## config.mk

```make
export PLATFORM = sky130hd
export DESIGN_NAME = max_priority_queue
export DESIGN_NICKNAME = d
export VERILOG_FILES = /design/src/rtl/mpq_pkg.sv /design/src/rtl/max_priority_queue.sv /design/src/rtl/mpq_datapath.sv /design/src/rtl/mpq_ctrl.sv
export VERILOG_INCLUDE_DIRS = /design/src /design/src/rtl
export SDC_FILE = /design/constraint.sdc
export NUM_CORES = 1
export LEC_CHECK = 0
export ABC_AREA = 1
export BUFFER_PORTS_ARGS = -buffer_cell sky130_fd_sc_hd__buf_2
export CELL_PAD_IN_SITES_DETAIL_PLACEMENT = 1
export CELL_PAD_IN_SITES_GLOBAL_PLACEMENT = 1
export CORE_MARGIN = 5
export CORE_UTILIZATION = 50
export DETAILED_ROUTE_END_ITERATION = 10
export PLACE_DENSITY = 0.79
export SLEW_MARGIN = 30
export SYNTH_ARGS = -nofsm -noshare
export SYNTH_HDL_FRONTEND = slang
export SYNTH_SLANG_ARGS = --single-unit
```

## constraint.sdc

```tcl
create_clock -name clk -period 4.8 [get_ports clk]
set_clock_uncertainty 0.1 [all_clocks]
set_input_delay 0.96 -clock clk [delete_from_list [all_inputs] [get_ports clk]]
set_output_delay 0.96 -clock clk [all_outputs]
set_load 0.1 [all_outputs]
```

## src/rtl/max_priority_queue_macros.svh

```systemverilog
// ----------------------------------------------------------------------------
// max_priority_queue_macros
// Assertion macros used by the priority queue top level.
// ----------------------------------------------------------------------------
`ifndef MAX_PRIORITY_QUEUE_MACROS_SVH
`define MAX_PRIORITY_QUEUE_MACROS_SVH

// same-cycle implication
`define MPQ_ASSERT_NOW(lbl, ante, cons, msg) \
  lbl: assert property (@(posedge clk) disable iff (!rst_n) (ante) |-> (cons)) \
    else $error(msg);

// next-cycle implication
`define MPQ_ASSERT_NEXT(lbl, ante, cons, msg) \
  lbl: assert property (@(posedge clk) disable iff (!rst_n) (ante) |=> (cons)) \
    else $error(msg);

`endif

```

## src/rtl/mpq_pkg.sv

```systemverilog
// ----------------------------------------------------------------------------
// mpq_pkg
// Types and constants of the sorted-list max priority queue.
// ----------------------------------------------------------------------------
package mpq_pkg;

  localparam int QUEUE_DEPTH = 16;
  localparam int ADDR_W      = (QUEUE_DEPTH > 1) ? $clog2(QUEUE_DEPTH) : 1;
  localparam int CNT_W       = $clog2(QUEUE_DEPTH + 1);
  localparam int PRIO_W      = 16;
  localparam int TAG_W       = 16;
  localparam int REQ_W       = 2;
  localparam int STATUS_W    = 2;
  localparam int OCC_W       = 5;

  typedef logic [REQ_W-1:0]    req_code_t;
  typedef logic [STATUS_W-1:0] status_code_t;

  localparam req_code_t REQ_INSERT = 2'd0;
  localparam req_code_t REQ_REMOVE = 2'd1;
  localparam req_code_t REQ_PEEK   = 2'd2;

  localparam status_code_t STAT_OK    = 2'd0;
  localparam status_code_t STAT_FULL  = 2'd1;
  localparam status_code_t STAT_EMPTY = 2'd2;

  typedef struct packed {
    logic [TAG_W-1:0]  tag;
    logic [PRIO_W-1:0] prio;
  } entry_t;

  typedef enum logic [2:0] {
    ST_IDLE,
    ST_DECODE,
    ST_INS_CMP,
    ST_INS_PUT,
    ST_HEAD,
    ST_SHIFT,
    ST_DONE
  } mpq_state_t;

  typedef struct packed {
    logic capture;
    logic ins_step;
    logic ins_put;
    logic head_rd;
    logic head_cap;
    logic shift_step;
    logic count_dec;
    logic res_load;
  } mpq_cmd_t;

  typedef struct packed {
    req_code_t        req;
    logic             full;
    logic             empty;
    logic             count_one;
    logic             k_one;
    logic             more_shift;
    logic             less;
    logic             out_busy;
    logic [CNT_W-1:0] count;
  } mpq_stat_t;

endpackage

```

## src/rtl/max_priority_queue.sv

```systemverilog
// ----------------------------------------------------------------------------
// max_priority_queue
// Bounded priority queue kept as a sorted slot array, highest priority first.
// ----------------------------------------------------------------------------
// Input beats on in_*: in_tuser carries the request (insert, remove, peek),
// in_tdata the priority (unsigned Q8.8) and tag. Every input beat yields
// exactly one result beat on out_*: found and status in out_tuser, the tag
// and the occupancy after the operation in out_tdata.
// One request is processed at a time; in_tready is high only while idle.
// Inserts walk past the entries of lower priority and removes shift the
// remaining entries up; a full insert, an empty read or code 3 needs no
// walk, and a peek of a non-empty queue reads only the head. Each walk
// moves one slot per cycle through a single write port with a registered
// read.
// The result sits in an output register; a new request is accepted while it
// waits, and the sequencer holds its finished result until out_tready.
// Reset (rst_n low, synchronous) empties the queue and drops any pending
// result; slot contents are not cleared.
// ----------------------------------------------------------------------------
`include "max_priority_queue_macros.svh"

module max_priority_queue
  import mpq_pkg::*;
(
  input  logic        clk,
  input  logic        rst_n,
  input  logic        in_tvalid,
  output logic        in_tready,
  input  logic [31:0] in_tdata,   // priority_req[15:0], tag[31:16]
  input  logic [1:0]  in_tuser,   // req_type[1:0]
  output logic        out_tvalid,
  input  logic        out_tready,
  output logic [23:0] out_tdata,  // out_tag[15:0], occupancy[20:16], zero pad
  output logic [2:0]  out_tuser   // found[0], status[2:1]
);

  mpq_cmd_t           cmd;
  mpq_stat_t          st;
  logic               found;
  logic [TAG_W-1:0]   out_tag;
  status_code_t       status;
  logic [OCC_W-1:0]   occupancy;

  mpq_ctrl u_ctrl (
    .clk      (clk),
    .rst_n    (rst_n),
    .in_valid (in_tvalid),
    .in_ready (in_tready),
    .st       (st),
    .cmd      (cmd)
  );

  mpq_datapath u_dp (
    .clk          (clk),
    .rst_n        (rst_n),
    .cmd          (cmd),
    .st           (st),
    .req_type     (in_tuser),
    .priority_req (in_tdata[15:0]),
    .tag          (in_tdata[31:16]),
    .out_valid    (out_tvalid),
    .out_ready    (out_tready),
    .found        (found),
    .out_tag      (out_tag),
    .status       (status),
    .occupancy    (occupancy)
  );

  assign out_tdata = {3'b000, occupancy, out_tag};
  assign out_tuser = {status, found};

  `MPQ_ASSERT_NOW(a_count_bound, 1'b1, st.count <= CNT_W'(QUEUE_DEPTH), "entry count over depth")
  `MPQ_ASSERT_NEXT(a_one_at_a_time, in_tvalid && in_tready, !in_tready, "accepted while busy")
  `MPQ_ASSERT_NOW(a_found_ok, out_tvalid && found, status == STAT_OK, "found with bad status")
  `MPQ_ASSERT_NOW(a_empty_tag, out_tvalid && !found, out_tag == '0, "tag without entry")

endmodule

```

## src/rtl/mpq_datapath.sv

```systemverilog
// ----------------------------------------------------------------------------
// mpq_datapath
// Slot memory, walk counter, entry count and result register.
// ----------------------------------------------------------------------------
module mpq_datapath
  import mpq_pkg::*;
(
  input  logic              clk,
  input  logic              rst_n,
  input  mpq_cmd_t          cmd,
  output mpq_stat_t         st,
  input  req_code_t         req_type,
  input  logic [PRIO_W-1:0] priority_req,
  input  logic [TAG_W-1:0]  tag,
  output logic              out_valid,
  input  logic              out_ready,
  output logic              found,
  output logic [TAG_W-1:0]  out_tag,
  output status_code_t      status,
  output logic [OCC_W-1:0]  occupancy
);

  entry_t             mem [QUEUE_DEPTH];
  entry_t             rd_data_r;
  logic [ADDR_W-1:0]  rd_addr;
  logic               wr_en;
  logic [ADDR_W-1:0]  wr_addr;
  entry_t             wr_data;

  req_code_t          req_r;
  logic [PRIO_W-1:0]  prio_r;
  logic [TAG_W-1:0]   tag_r;
  logic [CNT_W-1:0]   k_r, k_nxt;
  logic [CNT_W-1:0]   count_r, count_nxt;
  logic [CNT_W-1:0]   km1, km2, kp1;
  logic               res_found_r;
  status_code_t       res_status_r;
  logic [TAG_W-1:0]   head_tag_r;

  logic               out_valid_r;
  logic               out_found_r;
  logic [TAG_W-1:0]   out_tag_r;
  status_code_t       out_status_r;
  logic [OCC_W-1:0]   out_occ_r;

  assign km1 = k_r - CNT_W'(1);
  assign km2 = k_r - CNT_W'(2);
  assign kp1 = k_r + CNT_W'(1);

  always_comb begin
    k_nxt = k_r;
    if (cmd.capture) begin
      k_nxt = count_r;
    end else if (cmd.ins_step) begin
      k_nxt = km1;
    end else if (cmd.head_cap) begin
      k_nxt = CNT_W'(1);
    end else if (cmd.shift_step) begin
      k_nxt = kp1;
    end
  end

  always_comb begin
    rd_addr = km1[ADDR_W-1:0];
    if (cmd.ins_step) begin
      rd_addr = km2[ADDR_W-1:0];
    end else if (cmd.head_rd) begin
      rd_addr = '0;
    end else if (cmd.head_cap) begin
      rd_addr = ADDR_W'(1);
    end else if (cmd.shift_step) begin
      rd_addr = kp1[ADDR_W-1:0];
    end
  end

  always_comb begin
    wr_en   = 1'b0;
    wr_addr = k_r[ADDR_W-1:0];
    wr_data = rd_data_r;
    if (cmd.ins_step) begin
      wr_en = 1'b1;
    end else if (cmd.ins_put) begin
      wr_en   = 1'b1;
      wr_data = '{tag: tag_r, prio: prio_r};
    end else if (cmd.shift_step) begin
      wr_en   = 1'b1;
      wr_addr = km1[ADDR_W-1:0];
    end
  end

  always_ff @(posedge clk) begin
    if (wr_en) begin
      mem[wr_addr] <= wr_data;
    end
    rd_data_r <= mem[rd_addr];
  end

  always_comb begin
    count_nxt = count_r;
    if (cmd.ins_put) begin
      count_nxt = count_r + CNT_W'(1);
    end else if (cmd.count_dec) begin
      count_nxt = count_r - CNT_W'(1);
    end
  end

  always_ff @(posedge clk) begin
    if (!rst_n) begin
      count_r <= '0;
    end else begin
      count_r <= count_nxt;
    end
  end

  always_ff @(posedge clk) begin
    k_r <= k_nxt;
    if (cmd.capture) begin
      req_r       <= req_type;
      prio_r      <= priority_req;
      tag_r       <= tag;
      head_tag_r  <= '0;
      res_found_r <= 1'b0;
      res_status_r <= STAT_OK;
      if (req_type == REQ_INSERT && count_r == CNT_W'(QUEUE_DEPTH)) begin
        res_status_r <= STAT_FULL;
      end else if (req_type == REQ_REMOVE || req_type == REQ_PEEK) begin
        if (count_r == '0) begin
          res_status_r <= STAT_EMPTY;
        end else begin
          res_found_r <= 1'b1;
        end
      end
    end
    if (cmd.head_cap) begin
      head_tag_r <= rd_data_r.tag;
    end
  end

  always_ff @(posedge clk) begin
    if (!rst_n) begin
      out_valid_r <= 1'b0;
    end else if (cmd.res_load) begin
      out_valid_r <= 1'b1;
    end else if (out_ready) begin
      out_valid_r <= 1'b0;
    end
  end

  always_ff @(posedge clk) begin
    if (cmd.res_load) begin
      out_found_r  <= res_found_r;
      out_tag_r    <= head_tag_r;
      out_status_r <= res_status_r;
      out_occ_r    <= OCC_W'(count_r);
    end
  end

  assign st.req        = req_r;
  assign st.full       = (count_r == CNT_W'(QUEUE_DEPTH));
  assign st.empty      = (count_r == '0);
  assign st.count_one  = (count_r == CNT_W'(1));
  assign st.k_one      = (k_r == CNT_W'(1));
  assign st.more_shift = (kp1 < count_r);
  assign st.less       = (rd_data_r.prio < prio_r);
  assign st.out_busy   = out_valid_r && !out_ready;
  assign st.count      = count_r;

  assign out_valid = out_valid_r;
  assign found     = out_found_r;
  assign out_tag   = out_tag_r;
  assign status    = out_status_r;
  assign occupancy = out_occ_r;

endmodule

```

## src/rtl/mpq_ctrl.sv

```systemverilog
// ----------------------------------------------------------------------------
// mpq_ctrl
// Sequencer for insert walk, head read, shift-up and result hand-off.
// ----------------------------------------------------------------------------
module mpq_ctrl
  import mpq_pkg::*;
(
  input  logic      clk,
  input  logic      rst_n,
  input  logic      in_valid,
  output logic      in_ready,
  input  mpq_stat_t st,
  output mpq_cmd_t  cmd
);

  mpq_state_t state_r, state_nxt;
  logic       is_read;

  assign is_read = (st.req == REQ_REMOVE) || (st.req == REQ_PEEK);

  always_ff @(posedge clk) begin
    if (!rst_n) begin
      state_r <= ST_IDLE;
    end else begin
      state_r <= state_nxt;
    end
  end

  always_comb begin
    state_nxt = state_r;
    case (state_r)
      ST_IDLE: begin
        if (in_valid) begin
          state_nxt = ST_DECODE;
        end
      end
      ST_DECODE: begin
        if (st.req == REQ_INSERT && !st.full) begin
          state_nxt = st.empty ? ST_INS_PUT : ST_INS_CMP;
        end else if (is_read && !st.empty) begin
          state_nxt = ST_HEAD;
        end else begin
          state_nxt = ST_DONE;
        end
      end
      ST_INS_CMP: begin
        if (!st.less) begin
          state_nxt = ST_DONE;
        end else if (st.k_one) begin
          state_nxt = ST_INS_PUT;
        end
      end
      ST_INS_PUT: state_nxt = ST_DONE;
      ST_HEAD: begin
        if (st.req == REQ_REMOVE && !st.count_one) begin
          state_nxt = ST_SHIFT;
        end else begin
          state_nxt = ST_DONE;
        end
      end
      ST_SHIFT: begin
        if (!st.more_shift) begin
          state_nxt = ST_DONE;
        end
      end
      ST_DONE: begin
        if (!st.out_busy) begin
          state_nxt = ST_IDLE;
        end
      end
      default: state_nxt = ST_IDLE;
    endcase
  end

  always_comb begin
    cmd      = '0;
    in_ready = 1'b0;
    case (state_r)
      ST_IDLE: begin
        in_ready    = 1'b1;
        cmd.capture = in_valid;
      end
      ST_DECODE: begin
        cmd.head_rd = is_read && !st.empty;
      end
      ST_INS_CMP: begin
        cmd.ins_step = st.less;
        cmd.ins_put  = !st.less;
      end
      ST_INS_PUT: cmd.ins_put = 1'b1;
      ST_HEAD: begin
        cmd.head_cap  = 1'b1;
        cmd.count_dec = (st.req == REQ_REMOVE) && st.count_one;
      end
      ST_SHIFT: begin
        cmd.shift_step = 1'b1;
        cmd.count_dec  = !st.more_shift;
      end
      ST_DONE: cmd.res_load = !st.out_busy;
      default: cmd = '0;
    endcase
  end

endmodule

```

==> results of run 1 <==
-- worst max-delay path: stages (launching register included) --
cell      delay, ps
edfxtp_1        490
inv_1           260
ha_1            200
nand2_1          60
nand2_1         100
xor2_1          290
or2_2           170
o21ai_0         210
inv_1           220
nand3_1         300
nor2_4          810
buf_12          300
-- sequential cells by signal, indices dropped and copies added (netlist names), 2 cells and up --
signal             count
u_dp.mem             512
u_dp.rd_data_r        32
u_dp.head_tag_r       16
u_dp.out_tag          16
u_dp.prio_r           16
u_dp.tag_r            16
u_dp.count_r           5
u_dp.k_r               5
u_dp.occupancy         5
u_ctrl.state_r         3
u_dp.req_r             2
u_dp.res_status_r      2
u_dp.status            2
-- path summary, 6_finish.rpt --
kind	start	endpoint	slack [ps]
worst min-delay path	u_dp.head_tag_r[5]	u_dp.out_tag[5]	320
worst max register to register	u_dp.k_r[1]	u_dp.mem[9][29]	990
worst min register to register	u_dp.head_tag_r[5]	u_dp.out_tag[5]	320
worst max-delay path	u_dp.k_r[1]	u_dp.mem[9][29]	990
-- metal layers --
layer / vias to the layer above / part of all wire (%)
met2: 876 / 49
met4: 0 / 5.0
met3: 274 / 8.2
li1: 8717 / -
met1: 9852 / 38
met5: - / 0
-- cell usage in the layout, fill, tap and decap left out, types with 3 or more instances in the layout --
master and n:
nand2_1 489, o21ai_4 3, edfxtp_1 594, bufinv_16 3
clkbuf_1 21, buf_12 15, inv_1 490, nand2_2 4
clkinv_2 5, clkbuf_16 69, o211ai_1 3, nor2_4 18
nor2_1 38, nand4_1 5, ha_1 33, dfxtp_1 41
clkinv_1 14, a22oi_1 3, nor2_2 3, a21oi_1 17
inv_6 3, xor2_1 5, inv_2 11, clkbuf_8 5
or2_2 3, conb_1 3, nand3_1 528, buf_2 63
buf_4 61, nand3b_1 96, o21ai_0 43
-- per-stage QoR --
step | utilization [%] | setup WS, ps | instances | instance area [sq um] | hold WS (ps)
finish | 56.9 | 991 | 3463 | 31400 | 316
global placement | 53.1 | 1280 | 3342 | 29300 | 303
CTS | 56.9 | 1080 | 3463 | 31400 | 317
floorplan | - | 425 | 2591 | 27800 | 300
global route | 56.9 | 897 | 3463 | 31400 | 327
detailed placement | 53.1 | 1110 | 3342 | 29300 | 308
-- cells by family (layout without fill, tap and decap cells) --
family                   Yosys count  after routing
adder cells (fa/ha/maj)           33             33
AND/OR/NAND/NOR                 1194           1194
buffers and inverters            639            763
AO/OA/AOI/OAI                     81             81
XOR/XNOR                           6              6
other                              1              3
flip-flops                       635            635
-- layout make-up --
class	instances	area, sq um	area share (%)
multi-input combinational	1317	6710	21.4
tap	748	936	2.98
timing repair buffer	139	1070	3.42
clock inverter	26	223	0.710
clock buffer	95	1870	5.97
inverter	503	1890	6.03
sequential	635	18700	59.5
==> key figures, run 1 <==
Floorplanning
  – Starting utilization of the core area: 50.5%
  – Die Span X: 246 microns
  – DIE HEIGHT: 246 microns
  – DIE AREA: 0.0604 sq mm
  – Core footprint: 0.0551 sq mm
  – Std-Cell Rows: 86
  – Num ports: 67

Setup path
  – Max FO, Critical Path: 19
  – Worst reg2reg path depth: 11
  – CP Launch Type: flop
  – Setup crit end kind: flop
  – Worst EP arrival: 4000 ps
  – Type of the worst setup path: flop to flop
  – Worst EP required: 4990 ps

Route
  – Routed length per placed instance: 23.7 microns
  – DRC Markers: 0
  – Number of DRC markers in iteration 0: 1709
  – Vias per inst: 5.69
  – Via count: 19700
  – DRT antenna net count: 0
  – TritonRoute pass-1 iters: 7
  – DRT Wirelength: 82100 microns

STA
  – # setup viols final: 0
  – Hold Violations, Final: 0
  – Max Fclk: 263 MHz
  – Relative slew slack: 31.3%
  – Worst Tran Pin Value: 1030 ps
  – Tmin final: 3810 ps
  – RSZ-0062 raised after global routing: false
  – Fin crit share: 79.4%
  – Setup Total Neg Slack: 0 ps
  – Pins Over Slew Limit: 0

Clocking
  – Num CTS Buffers: 67
  – Clock transition at path regs: 60 ps
  – CTS tree: yes
  – Worst-case clock buffer depth: 3
  – Hold bufs inserted after CTS: 0
  – CTS resizes: 0
  – Clk sink count: 635
  – Clk root buf: clkbuf_16
  – CTS H-Tree Depth: 3
  – Setup Fix Bufs, Post-CTS: 0
  – Clk Latency, worst-skew pair: 610 ps

Worst hold path
  – Type of the worst min-delay path: flop to flop
  – Hold Path Stages: 0

Cells and area
  – Total Nets Final: 2734
  – Area Overhead vs Synth: 12.8%
  – Filler cell count: 5877
  – Diode count: 0
  – Layout cells sized above 1: 10.2%

Yosys
  – Avg Cell Area, Syn: 10.7 sq um
  – Leading area contributor after synthesis: edfxtp_1
  – Sequential share of the synthesized area: 67.1%
  – Post-synthesis simple-gate area fraction: 20.1%
  – Mapped cell area: 0.0278 sq mm
  – Post-Synth Adder-Cell Area: 1.48%
  – XOR/XNOR Fraction of Synth Area: 0.189%
  – Mux cell area share after synthesis: 0%
  – Commonest cells post-synth: edfxtp_1 (594), nand3_1 (529), nand2_1 (491)
  – Yosys warning count: 0
  – Synth Flop Type: edfxtp_1
  – Syn Inst Count: 2589
  – Synth unique cells: 41
  – Main area contributors after synthesis: edfxtp_1 (64%), nand3_1 (9.5%), nand2_1 (6.6%)
  – Async set or reset register ratio after synthesis: 0%
  – Largest family of logic cells by synthesized area: simple AND/OR/NAND/NOR gates
  – Post-synthesis compound-gate area fraction: 1.65%
  – Cell with the most instances after synthesis: edfxtp_1
  – Post-synth EDFFs: 594
  – Synth Register Bits: 635
  – Top-area cell type share of the netlist area: 64.1%

Placed design
  – Gpl congestion: 0.828
  – Buffers on Ports: 63
  – HPWL Detailed: 46000 microns

Global route
  – First-pass GRT wire length: 124000 microns
  – GR Layer Usage met3: 6.09%
  – Grt ovf: 0
  – Tot GR Track Use: 26.9%
  – Number of global-route vias before repair: 21200
  – GRT met2 Usage: 45.7%
  – GR Util met1: 33.0%
  – Largest net degree at the start of global routing: 129
  – Global route hottest layer: met2
  – Initial antenna violation count: 0

Outcome
  – Status: complete, no violations

Run
  – Reported max-cap violation count: 0
Power of run 1 is left out: the tool's default activity adds up to more than one toggle a clock period on the data nets, which glitch-free logic cannot reach.
==> run 2: changes to the inputs <==
--- a/config.mk
+++ b/config.mk
@@ -11,9 +11,9 @@
 export CELL_PAD_IN_SITES_DETAIL_PLACEMENT = 1
 export CELL_PAD_IN_SITES_GLOBAL_PLACEMENT = 1
 export CORE_MARGIN = 5
-export CORE_UTILIZATION = 50
+export CORE_UTILIZATION = 45
 export DETAILED_ROUTE_END_ITERATION = 10
-export PLACE_DENSITY = 0.79
+export PLACE_DENSITY = 0.75
 export SLEW_MARGIN = 30
 export SYNTH_ARGS = -nofsm -noshare
 export SYNTH_HDL_FRONTEND = slang
==> constraint.sdc (replaced) <==
create_clock -name clk -period 3.3 [get_ports clk]
set_clock_uncertainty 0.1 [all_clocks]
set_input_delay 0.66 -clock clk [delete_from_list [all_inputs] [get_ports clk]]
set_output_delay 0.66 -clock clk [all_outputs]
set_load 0.1 [all_outputs]
==> key figures, run 2 (synthesis results as in run 1) <==
Clocking
  – Clk sink count: 635 (unchanged)
  – CTS tree: yes
  – Hold bufs inserted after CTS: 0 (unchanged)
  – Clock transition at path regs: 60 ps (about the same)
  – Clk root buf: clkbuf_16
  – Worst-case clock buffer depth: 3 (unchanged)
  – Num CTS Buffers: 69 (+3.0%)
  – CTS H-Tree Depth: 3 (unchanged)
  – Clk Latency, worst-skew pair: 600 ps (about the same)

Cells and area
  – Filler cell count: 6525 (+11%)
  – Most frequent cells in the layout: edfxtp_1 (594), nand3_1 (528), inv_1 (489), nand2_1 (489), nand3b_1 (96)
  – Total Nets Final: 2780 (+1.7%)
  – Most flops, register: u_dp.mem
  – Area Overhead vs Synth: 15.5%
  – Top Registers: u_dp.mem x512, u_dp.rd_data_r x32
  – Layout cells sized above 1: 11.8% (+1.6 points)
  – Leading cell type in the layout, fill and taps excluded: edfxtp_1
  – Max reg flops: 512 (unchanged)

STA
  – Fin crit share: 95.2% (+16 points)
  – Max Fclk: 318 MHz (+21%)
  – Tmin final: 3140 ps (-666 ps)
  – Worst Tran Pin Value: 658 ps (-372 ps)
  – Pins Over Slew Limit: 0 (unchanged)
  – Hold slack: 135 ps (-180 ps)
  – Final worst slack: 157 ps (-834 ps)
  – Relative slew slack: 56.1% (+25 points)
  – # setup viols final: 0 (unchanged)
  – RSZ-0062 raised after global routing: false
  – Hold Violations, Final: 0 (unchanged)

Route
  – Vias per inst: 5.53 (-3.0%)
  – Routed length per placed instance: 23.0 microns (-3.1%)
  – DRC Markers: 0 (unchanged)
  – Number of DRC markers in iteration 0: 1619 (-5.3%)
  – Via count: 19600 (-0.47%)
  – TritonRoute pass-1 iters: 5 (-2)
  – DRT antenna net count: 0 (unchanged)
  – DRT Wirelength: 81600 microns (-0.62%)

Floorplanning
  – Die Span X: 259 microns (+5.2%)
  – Num ports: 67 (unchanged)
  – DIE AREA: 0.0669 sq mm (+11%)
  – Starting utilization of the core area: 45.2% (-5.2 points)
  – Core footprint: 0.0615 sq mm (+12%)
  – Std-Cell Rows: 91 (+5.8%)
  – DIE HEIGHT: 259 microns (+5.2%)

Setup path
  – Type of the worst setup path: flop to flop
  – Reg2reg setup slack: 160 ps (-830 ps)
  – Worst EP arrival: 3330 ps (-670 ps)
  – Worst EP required: 3490 ps (-1500 ps)
  – CP Launch Type: flop
  – Max FO, Critical Path: 17 (-2)
  – Setup crit end kind: flop

Global route
  – Initial antenna violation count: 1 (+1)
  – Tot GR Track Use: 24.0% (-2.8 points)
  – First-pass GRT wire length: 123000 microns (-0.27%)
  – Grt ovf: 0 (unchanged)
  – Largest net degree at the start of global routing: 93 (-28%)
  – Number of global-route vias before repair: 20800 (-1.5%)

Outcome
  – Status: complete, no violations

Placed design
  – Buffers on Ports: 63 (unchanged)
  – Post-Place Worst Slack: 136 ps (-969 ps)
  – Gpl congestion: 0.836 (+1.1%)
  – HPWL Detailed: 47000 microns (+2.1%)

Run
  – Reported max-cap violation count: 0 (unchanged)

Worst hold path
  – Type of the worst min-delay path: input port to flop
run 2: path summary, 6_finish.rpt:
kind	start	cells after the start	to
worst min-delay path	in_tdata[11]	1	u_dp.prio_r[11]
worst min register to register	u_dp.head_tag_r[11]	0	u_dp.out_tag[11]
worst max-delay path	u_ctrl.state_r[2]	11	u_dp.mem[10][15]
worst max register to register	u_ctrl.state_r[2]	11	u_dp.mem[10][15]
run 2: stage by stage:
stage                     cell area [sq um]  util, %  instances  setup TNS [ps]
after detailed placement              30000     48.8       3425               0
after global placement                30000     48.8       3425               0
after CTS                             32100     52.2       3548               0
final                                 32100     52.3       3552               0
after floorplan                       27900        -       2591          -64600
after global routing                  32100     52.3       3551               0
run 2: worst max-delay path, stage by stage, from the launching register on:
cell	delay (ps)
dfxtp_1	360
inv_2	100
nor2_4	120
nand2_2	140
ha_1	290
or2_2	280
o21ai_0	160
inv_1	120
nor2_1	100
nand2_1	240
nor3_4	520
buf_12	270
run 2: layout make-up:
type | instances | area (sq um) | share of cell area, %
timing repair buffer | 183 | 1770 | 5.50
antenna | 1 | 2.50 | 0.00779
clock inverter | 30 | 194 | 0.604
tap | 790 | 988 | 3.08
sequential | 635 | 18700 | 58.1
multi-input combinational | 1317 | 6740 | 21.0
inverter | 503 | 1890 | 5.89
clock buffer | 93 | 1890 | 5.88
run 2: layer usage:
metal | routed length, microns | track usage [%] | vias to the layer above
li1 | - | - | 8825
met4 | 2640 | 7.79 | 0
met1 | 33500 | 31.2 | 9915
met2 | 40400 | 41.5 | 713
met3 | 5000 | 3.95 | 174
met5 | 0 | 0 | -
run 2: repair_timing:
action	in CTS	in global routing
setup buffers	0	3
endpoints found under the setup margin	0	59
gates resized for setup	0	1
Power of run 2 is left out for the same reason.
==> run 3: changes to the inputs <==
--- a/config.mk
+++ b/config.mk
@@ -13,7 +13,7 @@
 export CORE_MARGIN = 5
 export CORE_UTILIZATION = 45
 export DETAILED_ROUTE_END_ITERATION = 10
-export PLACE_DENSITY = 0.75
+export PLACE_DENSITY = 0.85
 export SLEW_MARGIN = 30
 export SYNTH_ARGS = -nofsm -noshare
 export SYNTH_HDL_FRONTEND = slang
==> key figures, run 3 (synthesis results as in run 1) <==
Global route
  – Number of global-route vias before repair: 22100 (+6.1%)
  – Largest net degree at the start of global routing: 69 (-26%)
  – Initial antenna violation count: 1 (unchanged)
  – First-pass GRT wire length: 130000 microns (+5.7%)
  – Tot GR Track Use: 25.5% (+1.4 points)
  – Grt ovf: 0 (unchanged)

Route
  – Number of DRC markers in iteration 0: 1888 (+17%)
  – Vias per inst: 5.76 (+4.3%)
  – TritonRoute pass-1 iters: 8 (+3)
  – Routed length per placed instance: 24.5 microns (+6.6%)
  – DRT antenna net count: 0 (unchanged)
  – DRC Markers: 0 (unchanged)
  – Via count: 20400 (+3.8%)
  – DRT Wirelength: 86600 microns (+6.1%)

Cells and area
  – Layout cells sized above 1: 11.3% (-0.48 points)
  – Filler cell count: 6571 (+0.70%)
  – Diode count: 0 (-1)
  – Top Registers: u_dp.mem x512, u_dp.rd_data_r x32
  – Max reg flops: 512 (unchanged)
  – Most frequent cells in the layout: edfxtp_1 (594), nand3_1 (528), inv_1 (490), nand2_1 (489), nand3b_1 (96)
  – Multi-input logic area: 0.00674 sq mm (about the same)
  – Most flops, register: u_dp.mem
  – Leading cell type in the layout, fill and taps excluded: edfxtp_1
  – Core Util, Final: 52.0% (-0.22 points)
  – Area Overhead vs Synth: 15.0%
  – Total Nets Final: 2768 (-0.43%)
  – Seq. cell area: 0.0187 sq mm (unchanged)

Setup path
  – Worst EP required: 3680 ps (+190 ps)
  – Worst EP arrival: 3600 ps (+270 ps)
  – Worst reg2reg path depth: 14 (+3)
  – Reg-to-reg critical path endpoint: u_dp.rd_data_r[28]
  – FF-to-FF Start: u_dp.prio_r[15]
  – Type of the worst setup path: flop to flop
  – Reg2reg setup slack: 80 ps (-80 ps)
  – CP Launch Type: flop
  – Setup crit end kind: flop
  – Max FO, Critical Path: 33 (+16)

Floorplanning
  – DIE HEIGHT: 259 microns (unchanged)
  – Starting utilization of the core area: 45.2% (unchanged)
  – Num ports: 67 (unchanged)
  – Core footprint: 0.0615 sq mm (unchanged)
  – Die Span X: 259 microns (unchanged)
  – Std-Cell Rows: 91 (unchanged)
  – DIE AREA: 0.0669 sq mm (unchanged)

Placed design
  – HPWL Detailed: 49300 microns (+4.8%)
  – Gpl congestion: 0.831 (-0.62%)
  – Buffers on Ports: 63 (unchanged)

STA
  – Max Fclk: 310 MHz (-2.5%)
  – Pins Over Slew Limit: 0 (unchanged)
  – Worst Tran Pin Value: 755 ps (+97.5 ps)
  – Fin crit share: 97.7% (+2.4 points)
  – Hold slack: 129 ps (-6.10 ps)
  – Tmin final: 3220 ps (+80.3 ps)
  – # setup viols final: 0 (unchanged)
  – Relative slew slack: 49.1% (-7.0 points)
  – Hold Violations, Final: 0 (unchanged)
  – RSZ-0062 raised after global routing: false

Outcome
  – Status: complete, no violations

Clocking
  – Clk root buf: clkbuf_16
  – Clk Latency, worst-skew pair: 610 ps (about the same)
  – Num CTS Buffers: 67 (-2.9%)
  – Hold bufs inserted after CTS: 0 (unchanged)
  – CTS H-Tree Depth: 3 (unchanged)
  – CTS tree: yes
  – Clk sink count: 635 (unchanged)
  – Clock transition at path regs: 60 ps (about the same)
  – Worst-case clock buffer depth: 3 (unchanged)

Worst hold path
  – Hold Path Stages: 1 (unchanged)
  – Type of the worst min-delay path: input port to flop
  – Hold Path Sink: u_dp.prio_r[1]
  – HP Start: in_tdata[1]

Run
  – Reported max-cap violation count: 0 (unchanged)
==> run 3: cell types whose count changed in the layout (fill, tap and decap cells not counted), moves of 2 or more <==
| cell | before | now |
|---|---|---|
| buf_12 | 44 | 40 |
| buf_4 | 76 | 69 |
| clkinv_1 | 15 | 13 |
| clkinv_2 | 10 | 6 |
| clkinv_4 | 1 | 3 |
| clkinvlp_4 | 3 | 1 |
==> run 3: how the worst max path moves through the flow <==
stage	slack [ps]	cells after the start	endpoint	start
4_1_cts	20	12	u_dp.rd_data_r[21]	u_dp.prio_r[15]
2_1_floorplan	-440	12	u_dp.mem[4][0]	u_dp.k_r[2]
3_3_place_gp	260	12	u_dp.mem[8][7]	u_dp.prio_r[15]
3_5_place_dp	140	12	u_dp.rd_data_r[10]	u_dp.prio_r[15]
6_report	80	14	u_dp.rd_data_r[28]	u_dp.prio_r[15]
5_1_grt	20	13	u_dp.mem[3][15]	u_dp.prio_r[15]
==> run 3: what timing repair did <==
action                     CTS  global route
buffers inserted             0             1
setup endpoints to repair    0           251
hold endpoints to repair     0             0
resized for setup            0             2
==> run 3: per-stage QoR <==
| step | setup slack, ps | cells | cell area (sq um) | setup TNS (ps) |
|---|---|---|---|---|
| after global routing | 17.1 | 3536 | 32000 | 0 |
| final | 76.7 | 3536 | 32000 | 0 |
| after CTS | 21.0 | 3535 | 32000 | 0 |
| after global placement | 257 | 3417 | 29900 | 0 |
| after detailed placement | 143 | 3417 | 29900 | 0 |
| after floorplan | -435 | 2591 | 27900 | -64600 |
==> run 3: worst max-delay path, cell delays in order (launching register included) <==
cell,delay [ps]
edfxtp_1,350
inv_1,70
ha_1,340
nand4_1,240
a21oi_1,320
nor2_4,120
nand3_4,280
nand2_4,170
nand2_8,290
buf_12,260
nand2_1,120
nand3_1,110
nand3_1,90
nand3_1,120
nand2_1,80
==> run 3: final cells by class <==
class	count	area share, %
multi-input combinational	1317	21.1
timing repair buffer	173	5.14
clock inverter	25	0.645
tap	790	3.09
inverter	503	5.92
sequential	635	58.3
clock buffer	93	5.84
==> run 3: metal layers <==
layer / global-route usage [%] / part of all wire (%) / wire length, microns
met1: 31.2 / 37 / 32100
met2: 44.2 / 50 / 42900
met3: 5.03 / 8.6 / 7450
met4: 10.8 / 4.8 / 4170
met5: 0 / 0.013 / 11
Power of run 3 is left out for the same reason.
